===== src/hw/rtl/asl_pkg.sv =====
// Shared types and constants for the append-log setting store.
package asl_pkg;

  localparam int unsigned LogEntriesDef = 256;
  localparam int unsigned WordW = 64;

  localparam logic [WordW-1:0] ErasedWord     = '1;
  localparam logic [WordW-1:0] DefaultReset   = '0;
  localparam logic [WordW-1:0] ThresholdReset = '1;

  localparam int unsigned CfgIdxW = 1;
  localparam logic [CfgIdxW-1:0] CfgDefault   = 1'b0;
  localparam logic [CfgIdxW-1:0] CfgThreshold = 1'b1;

  typedef enum logic [1:0] {
    KIND_READ     = 2'd0,
    KIND_SAVE     = 2'd1,
    KIND_VALIDATE = 2'd2
  } kind_e;

  typedef enum logic [2:0] {
    ST_IDLE,
    ST_SAVE,
    ST_SCAN,
    ST_WAIT,
    ST_FIX,
    ST_RESP
  } state_e;

  typedef struct packed {
    logic load;
    logic save;
    logic scan;
    logic fix;
  } dp_cmd_t;

  typedef struct packed {
    logic count_zero;
    logic scan_last;
    logic bad;
  } dp_sts_t;

endpackage


===== src/hw/rtl/asl_ctrl.sv =====
// Controller state machine of the append-log setting store.
module asl_ctrl (
  input  logic              clk_i,
  input  logic              rst_ni,
  input  logic              start_i,
  input  logic [1:0]        kind_i,
  input  asl_pkg::dp_sts_t  sts_i,
  output asl_pkg::dp_cmd_t  cmd_o,
  output logic              busy_o,
  output logic              done_o
);
  import asl_pkg::*;

  state_e state_q, state_d;

  always_ff @(posedge clk_i or negedge rst_ni) begin
    if (!rst_ni) begin
      state_q <= ST_IDLE;
    end else begin
      state_q <= state_d;
    end
  end

  always_comb begin
    state_d = state_q;
    cmd_o   = '0;
    busy_o  = 1'b1;
    done_o  = 1'b0;
    unique case (state_q)
      ST_IDLE: begin
        busy_o = 1'b0;
        if (start_i) begin
          cmd_o.load = 1'b1;
          case (kind_i)
            KIND_SAVE:     state_d = ST_SAVE;
            KIND_VALIDATE: state_d = sts_i.count_zero ? ST_RESP : ST_SCAN;
            KIND_READ:     state_d = ST_RESP;
            default:       state_d = ST_RESP;
          endcase
        end
      end
      ST_SAVE: begin
        cmd_o.save = 1'b1;
        state_d    = ST_RESP;
      end
      ST_SCAN: begin
        cmd_o.scan = 1'b1;
        if (sts_i.scan_last) begin
          state_d = ST_WAIT;
        end
      end
      ST_WAIT: begin
        state_d = ST_FIX;
      end
      ST_FIX: begin
        // rewrite the page only when the scan flagged a corrupt word
        cmd_o.fix = sts_i.bad;
        state_d   = ST_RESP;
      end
      ST_RESP: begin
        done_o  = 1'b1;
        state_d = ST_IDLE;
      end
      default: begin
        state_d = ST_IDLE;
      end
    endcase
  end

`ifndef ASSERT_OFF
  a_done_single: assert property (@(posedge clk_i) disable iff (!rst_ni)
    done_o |=> !done_o && !busy_o)
    else $error("result strobe longer than one cycle");

  a_scan_nonempty: assert property (@(posedge clk_i) disable iff (!rst_ni)
    (state_q == ST_SCAN) |-> !sts_i.count_zero)
    else $error("scan running over an empty log");

  a_cmd_onehot: assert property (@(posedge clk_i) disable iff (!rst_ni)
    $onehot0(cmd_o))
    else $error("more than one datapath command at once");
`endif

endmodule


===== config.mk =====
export PLATFORM = sky130hd
export DESIGN_NAME = asl_ctrl
export DESIGN_NICKNAME = d
export VERILOG_FILES = /design/src/hw/rtl/asl_pkg.sv /design/src/hw/rtl/asl_ctrl.sv
export SDC_FILE = /design/constraint.sdc
export NUM_CORES = 1
export LEC_CHECK = 0
export BUFFER_PORTS_ARGS = -buffer_cell sky130_fd_sc_hd__buf_2
export CAP_MARGIN = 5
export CORE_AREA = 2 2 39 41
export CTS_CLUSTER_DIAMETER = 150
export DETAILED_ROUTE_END_ITERATION = 8
export DIE_AREA = 0 0 41 43
export GPL_ROUTABILITY_DRIVEN = 1
export GPL_TIMING_DRIVEN = 0
export PLACE_DENSITY_LB_ADDON = 0.1
export SLEW_MARGIN = 30
export SYNTH_ARGS = -nofsm -noshare
export SYNTH_HDL_FRONTEND = slang
export SYNTH_SLANG_ARGS = --single-unit

===== constraint.sdc =====
create_clock -name clk_i -period 1.2 [get_ports clk_i]
set_input_delay 0.12 -clock clk_i [delete_from_list [all_inputs] [get_ports clk_i]]
set_output_delay 0.12 -clock clk_i [all_outputs]
set_load 0.005 [all_outputs]

==> metrics.md, run 1 <==
| Metric | Value |
|---|---|
| Outcome | finished with violations |
| Violated checks | setup timing |
| Area occupied by multi-input gates | 194 sq um |
| Die W | 41 um |
| Critical path type | reg2out |
| Total gr overflow | 0 |
| Clk Latency, worst-skew pair | 0.23 ns |
| Iter 0 DRT Violations | 1 |
| Clock root buffer | clkbuf_4 |
| Setup Skew | 0.00212 ns |
| Multiplexer area fraction after synthesis | 4.15% |
| Placed Area | 357 sq um |
| Worst Hold Class | in2async |
| Most frequent cells in the layout | buf_2 (13), buf_4 (5) |
| Vias in the first global route | 290 |
| Critical path's top delay family | simple AND/OR/NAND/NOR gates |
| Clock Path Buffers | 2 |
| Register area share after synthesis | 27.6% |
| Switching Share | 35.3% |
| Core area | 1380 sq um |
| Die area | 1760 sq um |
| Setup crit start kind | flip-flop |
| TritonCTS clock tree | yes |
| Slew Limit Fails | 0 |
| CP Data Required Time | 1.08 ns |
| R2R depth | 5 |
| R2R Path End | state_q[0]$_DFFE_PN0P_ |
| Fin util | 34.4% |
| RSZ-0062 raised after global routing | true |
| Largest register FFs | 3 |
| Die Ht | 43 um |
| Port bufs | 13 |
| Synth Register Bits | 3 |
| Area of the mapped netlist | 272 sq um |
| # DRC | 0 |
| PnR worst setup slack | -0.139 ns |
| Setup crit end | cmd_o[3] |
| Pwr Density | 2010 nW/um^2 |
| I/O pin count | 14 |
| Worst slew pin tran | 0.204 ns |
| Critical-path cell list | or3_4 > nor2_2 > buf_2 |
| Ant. Diodes | 0 |
| Sequential cell area | 77.6 sq um |
| Post-synthesis xor/xnor area fraction | 0% |
| Psw | 0.000337 W |
| Final wirelength | 741 um |
| Design Area, Final | 475 sq um |
| Leakage | 0.235 nW |
| Post-Syn Nets | 39 |
| Final period utilization | 112% |
| Clock share of power | 18.6% |
| Routed vias/inst | 4.35 |
| CTS H-tree lvls | 1 |
| Simple-gate portion of the synthesized area | 29.0% |
| Cts bufs inserted | 3 |
| Largest family of logic cells by synthesized area | simple AND/OR/NAND/NOR gates |
| Worst setup startpoint | state_q[1]$_DFFE_PN0P_ |
| Internal | 0.000617 W |
| Cells after synthesis | 29 |
| Comb power frac | 62.4% |
| CP Depth | 3 |
| Buf/Inv on CP | 1 |
| Final setup TNS | -0.344 ns |
| Starting Density | 19.6% |
| Largest net degree at the start of global routing | 10 |
| Final Hold Violating Endpoints | 0 |
| CP max stage delay | 0.43 ns |
| Slowest CP cell | dfrtp_2 |
| Vias | 296 |
| Antenna Nets Post-Route | 0 |
| Critical path capture point type | output pin |
| Unique masters post-synth | 21 |
| Clk slew on worst S/H paths | 0.04 ns |
| # rows | 14 |
| Initial antenna violation count | 0 |
| Syn_area_per_cell | 9.36 sq um |
| Ys Warns | 0 |
| Slew margin rel. | 86.3% |
| Avg WL per Cell | 10.9 um |
| Filler cells | 150 |
| Area growth, synth to finish | 75.1% |
| Max Fclk | 747 MHz |
| First-pass GRT wire length | 1240 um |
| Seq pwr share | 19.1% |
| Max-Cap Viols | 0 |
| Clock tree sinks | 3 |
| Period minus WS final | 1.34 ns |
| Tot GR Track Use | 11.6% |
| Routability Congestion | 0.670 |
| Final setup violation count | 4 |
| Most flop-heavy register | state_q |
| Post-DP HPWL | 466 um |
| Maximum vdd drop | 0.000447 V |
| First-pass iteration count of the detailed router | 5 |
| R2R Path Start | state_q[1]$_DFFE_PN0P_ |
| Final Net Count | 63 |
| Biggest regs | state_q x3 |
| Reg2Reg Setup Slack | 0.07 ns |
| Adder-Cell Fraction of Synth Area | 9.22% |
| CP arrival | 1.22 ns |
| Ratio of cells with drive above 1 in the final layout | 65.4% |
| CP max FO | 5 |
| Post-synthesis compound-gate area fraction | 17.1% |
| Commonest non-fill, non-tap cell in the layout | buf_2 |
| Total power | 0.000955 W |
[power by group through the flow]
| stage | logic (W) | registers [W] | clock network [W] |
|---|---|---|---|
| after floorplan | 0.000296 | 0.000150 | 0 |
| after global placement | 0.000418 | 0.000152 | 0 |
| after detailed placement | 0.000428 | 0.000153 | 0 |
| after CTS | 0.000521 | 0.000174 | 0.000187 |
| after global routing | 0.000655 | 0.000188 | 0.000199 |
| final | 0.000595 | 0.000182 | 0.000177 |
[worst min path at each step]
stage	from	endpoint	slack (ns)	depth (start not counted)
after detailed placement	rst_ni	state_q[0]$_DFFE_PN0P_	-0.08	1
after global routing	rst_ni	state_q[1]$_DFFE_PN0P_	0.22	2
after floorplan	rst_ni	state_q[0]$_DFFE_PN0P_	-0.18	0
after global placement	rst_ni	state_q[2]$_DFFE_PN0P_	-0.09	1
after CTS	rst_ni	state_q[1]$_DFFE_PN0P_	0.21	2
final	rst_ni	state_q[1]$_DFFE_PN0P_	0.21	2
[synthesized netlist by cell type (all sizes together)]
cell type	instances	area (sq um)
nor3b	2	15.0
o21ba	1	10.0
nor3	1	5.00
mux2	1	11.3
o31ai	1	7.51
and3b	1	8.76
buf	3	23.8
nor2	1	6.26
nand2	1	3.75
inv	3	11.3
nor4bb	1	10.0
a211o	1	8.76
dfrtp	3	75.1
nand2b	3	18.8
o32ai	1	8.76
a31oi	1	6.26
or3	1	11.3
ha	2	25.0
a21oi	1	5.00
[routing by layer]
metal	up-vias	GRT usage, %	wire [um]
li1	147	-	-
met5	-	0	0
met3	4	1.57	39
met4	0	14.0	36
met1	134	14.1	321
met2	11	15.0	343
[metrics by stage]
step,instances,hold WS (ns),setup slack [ns]
finish,68,0.206,-0.139
global route,68,0.221,-0.177
detailed placement,58,-0.0840,0.0191
floorplan,29,-0.176,0.120
global placement,58,-0.0865,0.0303
CTS,66,0.206,-0.180
[logic make-up (layout without fill, tap and decap cells)]
logic type / Yosys count / count (layout)
multiplexers: 1 / 1
buffers and inverters: 6 / 29
AO/OA/AOI/OAI: 6 / 6
flip-flops: 3 / 3
AND/OR/NAND/NOR: 11 / 11
adder cells (fa/ha/maj): 2 / 2
[cell type report]
cell class,instances,area share (%)
sequential,3,16.3
multi-input combinational,20,40.8
inverter,3,2.37
timing repair buffer,22,30.8
clock buffer,4,5.53
tap,16,4.21
[what timing repair did]
action | 4_1_cts | 5_1_grt
hold buffers | 1 | 0
buffers inserted | 5 | 3
hold endpoints to repair | 3 | 0
gates resized for setup | 6 | 4
endpoints found under the setup margin | 4 | 7
pin swaps | 3 | 3
gates cloned | 0 | 0
Note: power is estimated with default switching activity, not from simulation.
==> inputs of run 2 (changes only) <==
--- a/config.mk
+++ b/config.mk
@@ -7,6 +7,8 @@
 export LEC_CHECK = 0
 export BUFFER_PORTS_ARGS = -buffer_cell sky130_fd_sc_hd__buf_2
 export CAP_MARGIN = 5
+export CELL_PAD_IN_SITES_DETAIL_PLACEMENT = 0
+export CELL_PAD_IN_SITES_GLOBAL_PLACEMENT = 1
 export CORE_AREA = 2 2 39 41
 export CTS_CLUSTER_DIAMETER = 150
 export DETAILED_ROUTE_END_ITERATION = 8
==> run 2 against run 1 <==
  * First-iteration DRC count unchanged
  * Count of clock-buffer cells in the layout stayed put
  * Critical path depth unchanged
  * Critical path type unchanged
  * Power fell by 4.3%
  * The flow still finishes with violations (setup timing)
  * Maximum frequency down 3.0%
  * Combinational power fell by 9.1%
  * Highest routed layer is now met3
  * Setup slack worse by 0.041 ns
  * Sequential share of layout area rose by 0.53 points
  * Routed wire length down 8.1%
  * Sequential power grew 9.9%
  * Clock skew fell by 0.0014 ns
  * Register-to-register slack about the same
==> metrics.md, run 2 (synthesis gave the netlist of run 1 again) <==
| Metric | Value |
|---|---|
| Outcome | finished with violations |
| Violated checks | setup timing |
| Buf/Inv on CP | 1 (unchanged) |
| Period minus WS final | 1.38 ns (+0.0410 ns) |
| Vias | 290 (-2.0%) |
| Final Hold Violating Endpoints | 0 (unchanged) |
| PnR worst setup slack | -0.180 ns (-0.0410 ns) |
| Die area | 1760 sq um (unchanged) |
| Clock root buffer | clkbuf_4 |
| Post-place setup slack | 0.0286 ns (+0.00953 ns) |
| Largest register FFs | 3 (unchanged) |
| CP max stage delay | 0.43 ns (about the same) |
| Core area | 1380 sq um (unchanged) |
| Maximum vdd drop | 0.000447 V (about the same) |
| First-pass iteration count of the detailed router | 2 (-3) |
| Clock tree sinks | 3 (unchanged) |
| First-pass GRT wire length | 993 um (-20%) |
| Area growth, synth to finish | 69.6% |
| CP max FO | 6 (+1) |
| Worst Hold Class | in2async |
| Most frequent cells in the layout | buf_2 (13), buf_4 (8), inv_1 (3), nand2b_1 (3), clkbuf_4 (3) |
| Vias in the first global route | 247 (-15%) |
| Final Net Count | 64 (+1.6%) |
| Worst slew pin tran | 0.216 ns (+0.0118 ns) |
| Final setup TNS | -0.312 ns (+0.0315 ns) |
| Largest net degree at the start of global routing | 11 (+1) |
| Clk slew on worst S/H paths | 0.04 ns (about the same) |
| Critical path type | reg2out |
| Critical path's top delay family | simple AND/OR/NAND/NOR gates |
| Initial antenna violation count | 0 (unchanged) |
| Critical-path cell list | or3_4 > nor2_2 > buf_2 |
| RSZ-0062 raised after global routing | true |
| Tot GR Track Use | 8.93% (-2.7 points) |
| Max Fclk | 725 MHz (-3.0%) |
| # DRC | 0 (unchanged) |
| Reg2Reg Setup Slack | 0.06 ns (about the same) |
| Fin util | 33.3% (-1.1 points) |
| Setup crit start kind | flip-flop |
| Die W | 41 um (unchanged) |
| Pwr Density | 1980 nW/um^2 (-1.2%) |
| CTS H-tree lvls | 1 (unchanged) |
| Max-Cap Viols | 0 (unchanged) |
| Setup Skew | 0.000696 ns (-0.00142 ns) |
| Antenna Nets Post-Route | 0 (unchanged) |
| Ant. Diodes | 0 (unchanged) |
| # rows | 14 (unchanged) |
| Biggest regs | state_q x3 |
| Leakage | 0.235 nW (+0.12%) |
| Slew Limit Fails | 0 (unchanged) |
| Routed vias/inst | 4.20 (-3.4%) |
| Starting Density | 19.6% (unchanged) |
| Final setup violation count | 3 (-1) |
| Die Ht | 43 um (unchanged) |
| Clk Latency, worst-skew pair | 0.23 ns (about the same) |
| I/O pin count | 14 (unchanged) |
| Critical path capture point type | output pin |
| Clock Path Buffers | 2 (unchanged) |
| Final period utilization | 115% (+3.4 points) |
| Slew margin rel. | 85.4% (-0.87 points) |
| Final wirelength | 681 um (-8.1%) |
| Slowest CP cell | dfrtp_2 |
| Cts bufs inserted | 3 (unchanged) |
| Port bufs | 13 (unchanged) |
| CP arrival | 1.26 ns (+0.04 ns) |
| Ratio of cells with drive above 1 in the final layout | 64.2% (-1.2 points) |
| Post-DP HPWL | 464 um (-0.30%) |
| Iter 0 DRT Violations | 1 (unchanged) |
| TritonCTS clock tree | yes |
| CP Data Required Time | 1.08 ns (about the same) |
| Total gr overflow | 0 (unchanged) |
| Avg WL per Cell | 9.87 um (-9.4%) |
| Routability Congestion | 0.670 (about the same) |
| Most flop-heavy register | state_q |
| Commonest non-fill, non-tap cell in the layout | buf_2 |
[run 2: cell types whose count changed in the layout (fill, tap and decap cells not counted)]
cell	previous run	this run
o32ai_4	1	0
a21oi_2	1	0
a21oi_1	0	1
buf_6	3	1
o32ai_2	0	1
buf_4	5	8
[run 2: layer usage]
layer / share of wire [%] / track usage, %
met5: 0 / 0
met3: 1.2 / 1.57
met4: 0 / 10.0
met1: 43 / 10.3
met2: 56 / 12.2
[run 2: worst reg2reg max path, delay by kind of cell, from the launching register on]
kind,cells,cell delay [ns]
flops,1,0.37
mux,1,0.33
buf+inv,2,0.25
compound gates,1,0.09
[run 2: final cells by class]
| cell class | count | area (sq um) |
|---|---|---|
| Sequential cell | 3 | 77.6 |
| Clock buffer | 4 | 26.3 |
| Inverter | 3 | 11.3 |
| Timing Repair Buffer | 23 | 146 |
| Multi-Input combinational cell | 20 | 179 |
| Tap cell | 16 | 20.0 |
| Fill cell | 156 | 923 |
[run 2: path summary, 6_finish.rpt]
kind / startpoint / endpoint / cells after the start
worst max-delay path: state_q[1]$_DFFE_PN0P_ / cmd_o[3] / 3
worst min-delay path: rst_ni / state_q[2]$_DFFE_PN0P_ / 2
worst max register to register: state_q[2]$_DFFE_PN0P_ / state_q[0]$_DFFE_PN0P_ / 4
worst min register to register: state_q[2]$_DFFE_PN0P_ / state_q[1]$_DFFE_PN0P_ / 2
max in group asynchronous: rst_ni / state_q[1]$_DFFE_PN0P_ / 2
min in group clk_i: start_i / state_q[2]$_DFFE_PN0P_ / 3
[run 2: per-stage QoR]
step | area, sq um | instances | power (W) | hold slack, ns
after global routing | 460 | 69 | 0.000990 | 0.227
after CTS | 399 | 62 | 0.000783 | 0.221
after floorplan | 272 | 29 | 0.000447 | -0.176
after detailed placement | 357 | 58 | 0.000574 | -0.0824
after global placement | 357 | 58 | 0.000569 | -0.0862
final | 460 | 69 | 0.000913 | 0.218
[run 2: timing repair]
action | CTS | global route
setup endpoints to repair | 4 | 7
resized for setup | 3 | 3
buffers inserted | 1 | 8
hold buffers | 1 | 0
endpoints found under the hold margin | 3 | 0
pin swaps | 0 | 3
[run 2: power breakdown]
part | internal [W] | switching (W) | leakage [nW]
logic | 0.000342 | 0.000198 | 0.185
registers | 0.000145 | 0.0000556 | 0.0346
clock network | 0.000124 | 0.0000481 | 0.0150
total | 0.000611 | 0.000302 | 0.235
==> inputs of run 3 (changes only) <==
--- a/config.mk
+++ b/config.mk
@@ -5,8 +5,7 @@
 export SDC_FILE = /design/constraint.sdc
 export NUM_CORES = 1
 export LEC_CHECK = 0
-export BUFFER_PORTS_ARGS = -buffer_cell sky130_fd_sc_hd__buf_2
-export CAP_MARGIN = 5
+export BUFFER_PORTS_ARGS = -buffer_cell sky130_fd_sc_hd__buf_4
 export CELL_PAD_IN_SITES_DETAIL_PLACEMENT = 0
 export CELL_PAD_IN_SITES_GLOBAL_PLACEMENT = 1
 export CORE_AREA = 2 2 39 41
==> run 3 against run 2 <==
  * The flow still finishes with violations (setup timing)
  * Clock power grew 3%
  * Hold slack got worse by 0.0057 ns
  * Largest power group unchanged
  * Core utilization fell by 0.72 points
  * Register-to-register slack got worse by 0.05 ns
  * Flip-flop and latch count unchanged
  * First-iteration DRC count rose to 6.0 times the previous value
  * Largest cell class unchanged
==> metrics.md, run 3 (synthesis gave the netlist of run 1 again) <==
| Metric | Value |
|---|---|
| Critical path capture point type | output pin |
| Slew Limit Fails | 0 (unchanged) |
| Iter 0 DRT Violations | 6 (+5) |
| Die area | 1760 sq um (unchanged) |
| I/O pin count | 14 (unchanged) |
| Clock share of power | 20.7% (+1.8 points) |
| Buf/Inv on CP | 1 (unchanged) |
| Avg WL per Cell | 10.3 um (+4.0%) |
| # DRC | 0 (unchanged) |
| Final wirelength | 667 um (-2.1%) |
| Area occupied by multi-input gates | 166 sq um (-7.0%) |
| Initial antenna violation count | 0 (unchanged) |
| Final setup violation count | 6 (+3) |
| Routed vias/inst | 4.14 (-1.5%) |
| Seq pwr share | 24.7% (+2.8 points) |
| Ant. Diodes | 0 (unchanged) |
| Clk slew on worst S/H paths | 0.04 ns (about the same) |
| Cts bufs inserted | 3 (unchanged) |
| Psw | 0.000278 W (-7.8%) |
| R2R Path End | state_q[0]$_DFFE_PN0P_ |
| Largest register FFs | 3 (unchanged) |
| # rows | 14 (unchanged) |
| Slew margin rel. | 84.1% (-1.3 points) |
| CP max stage delay | 0.42 ns (about the same) |
| Sequential cell area | 77.6 sq um (unchanged) |
| Violated checks | setup timing |
| Maximum vdd drop | 0.000427 V (-4.4%) |
| Clock tree sinks | 3 (unchanged) |
| Most frequent cells in the layout | buf_4 (17), inv_1 (3), nand2b_1 (3), clkbuf_4 (3) |
| First-pass iteration count of the detailed router | 4 (+2) |
| GR Util met1 | 13.1% (+2.9 points) |
| Period minus WS final | 1.38 ns (+0.000417 ns) |
| Clock root buffer | clkbuf_4 |
| R2R Path Start | state_q[2]$_DFFE_PN0P_ |
| Critical path's top delay family | simple AND/OR/NAND/NOR gates |
| Post-place setup slack | 0.0227 ns (-0.00593 ns) |
| Die Ht | 43 um (unchanged) |
| Worst slew pin tran | 0.238 ns (+0.0221 ns) |
| Placed Instances | 58 (unchanged) |
| Max-Cap Viols | 0 (unchanged) |
| Switching Share | 32.6% (-0.45 points) |
| Clock Path Buffers | 2 (unchanged) |
| Met2 GRT Util | 14.7% (+2.5 points) |
| Leakage | 0.220 nW (-6.5%) |
| Internal | 0.000575 W (-5.9%) |
| Largest net degree at the start of global routing | 11 (unchanged) |
| CP max FO | 6 (unchanged) |
| Most Crowded Layer GR | met2 |
| CP arrival | 1.26 ns (about the same) |
| Vias in the first global route | 298 (+21%) |
| Most flop-heavy register | state_q |
| Post-DP HPWL | 468 um (+0.78%) |
| R2R depth | 4 (unchanged) |
| Routability Congestion | 0.696 (+3.8%) |
| Setup crit start kind | flip-flop |
| Core area | 1380 sq um (unchanged) |
| First-pass GRT wire length | 1220 um (+23%) |
| CTS H-tree lvls | 1 (unchanged) |
| Biggest regs | state_q x3 |
| Antenna Nets Post-Route | 0 (unchanged) |
| Total gr overflow | 0 (unchanged) |
| Design Area, Final | 450 sq um (-2.2%) |
| Final Hold Violating Endpoints | 0 (unchanged) |
| Tot GR Track Use | 10.3% (+1.4 points) |
| GR met3 Demand/Resource | 0% (-1.6 points) |
| Area growth, synth to finish | 65.9% |
| Worst Hold Class | in2async |
| TritonCTS clock tree | yes |
| Non-Filler Instances | 65 (-5.8%) |
| PnR worst setup slack | -0.181 ns (-0.000417 ns) |
| Max Fclk | 724 MHz (about the same) |
| Filler cells | 152 (-2.6%) |
| Final period utilization | 115% (about the same) |
| Comb power frac | 54.6% (-4.6 points) |
| Die W | 41 um (unchanged) |
| Final Net Count | 60 (-6.3%) |
| Vias | 269 (-7.2%) |
| Fin util | 32.5% (-0.72 points) |
| Critical-path cell list | or3_4 > nor2_2 > buf_4 |
| Setup Skew | 0.000552 ns (-0.000144 ns) |
| RSZ-0062 raised after global routing | true |
| Commonest non-fill, non-tap cell in the layout | buf_4 |
| Ratio of cells with drive above 1 in the final layout | 57.1% (-7.0 points) |
| CP Data Required Time | 1.08 ns (about the same) |
| Reg2Reg Setup Slack | 0.01 ns (-0.05 ns) |
| Critical path type | reg2out |
| Slowest CP cell | dfrtp_2 |
| Port bufs | 13 (unchanged) |
| Clk Latency, worst-skew pair | 0.23 ns (about the same) |
| Starting Density | 19.6% (unchanged) |
| Placed Area | 389 sq um (+9.1%) |
| Outcome | finished with violations |
| Pwr Density | 1900 nW/um^2 (-4.4%) |
==> run 3: cell count changes in the layout (fill, tap and decap cells not counted), sizes merged <==
cell / before / now
buf: 22 / 18
==> run 3: worst max path at each step <==
stage | start | to | slack, ns | cells past startpoint
2_1_floorplan | state_q[2]$_DFFE_PN0P_ | cmd_o[3] | 0.12 | 3
3_3_place_gp | state_q[2]$_DFFE_PN0P_ | cmd_o[3] | 0.02 | 4
3_5_place_dp | state_q[2]$_DFFE_PN0P_ | cmd_o[3] | 0.02 | 4
4_1_cts | state_q[2]$_DFFE_PN0P_ | cmd_o[3] | -0.21 | 4
5_1_grt | state_q[0]$_DFFE_PN0P_ | cmd_o[3] | -0.23 | 3
6_report | state_q[1]$_DFFE_PN0P_ | cmd_o[3] | -0.18 | 3
==> run 3: metrics by stage <==
stage,hold WS [ns],TNS (ns),total power (W)
final,0.213,-0.496,0.000854
after global routing,0.221,-1.01,0.000937
after floorplan,-0.176,0,0.000447
after global placement,-0.0918,0,0.000615
after CTS,0.208,-0.883,0.000839
after detailed placement,-0.0891,0,0.000621
==> run 3: area by class of cell <==
| class | count | area share, % |
|---|---|---|
| inverters | 3 | 2.50 |
| repair buffers | 19 | 33.1 |
| multi-input cells | 20 | 36.9 |
| clock buffers | 4 | 5.83 |
| flip-flops and latches | 3 | 17.2 |
| well taps | 16 | 4.44 |
==> run 3: per-layer routing <==
metal / vias up / wire (um)
met5: - / 0
met4: 0 / 0
met3: 0 / 6
met2: 3 / 369
met1: 125 / 292
li1: 141 / -
==> run 3: repair_timing <==
item,in CTS,in global routing
setup buffers,1,4
gates resized for setup,1,3
gates cloned,0,0
hold buffers,1,0
pin swaps,0,2
endpoints found under the hold margin,3,0
endpoints found under the setup margin,5,7
==> run 3: power by group through the flow <==
| stage | sequential, W | combinational [W] | clock, W |
|---|---|---|---|
| global route | 0.000227 | 0.000509 | 0.000202 |
| detailed placement | 0.000152 | 0.000469 | 0 |
| finish | 0.000211 | 0.000466 | 0.000177 |
| global placement | 0.000152 | 0.000463 | 0 |
| CTS | 0.000156 | 0.000495 | 0.000188 |
| floorplan | 0.000150 | 0.000296 | 0 |
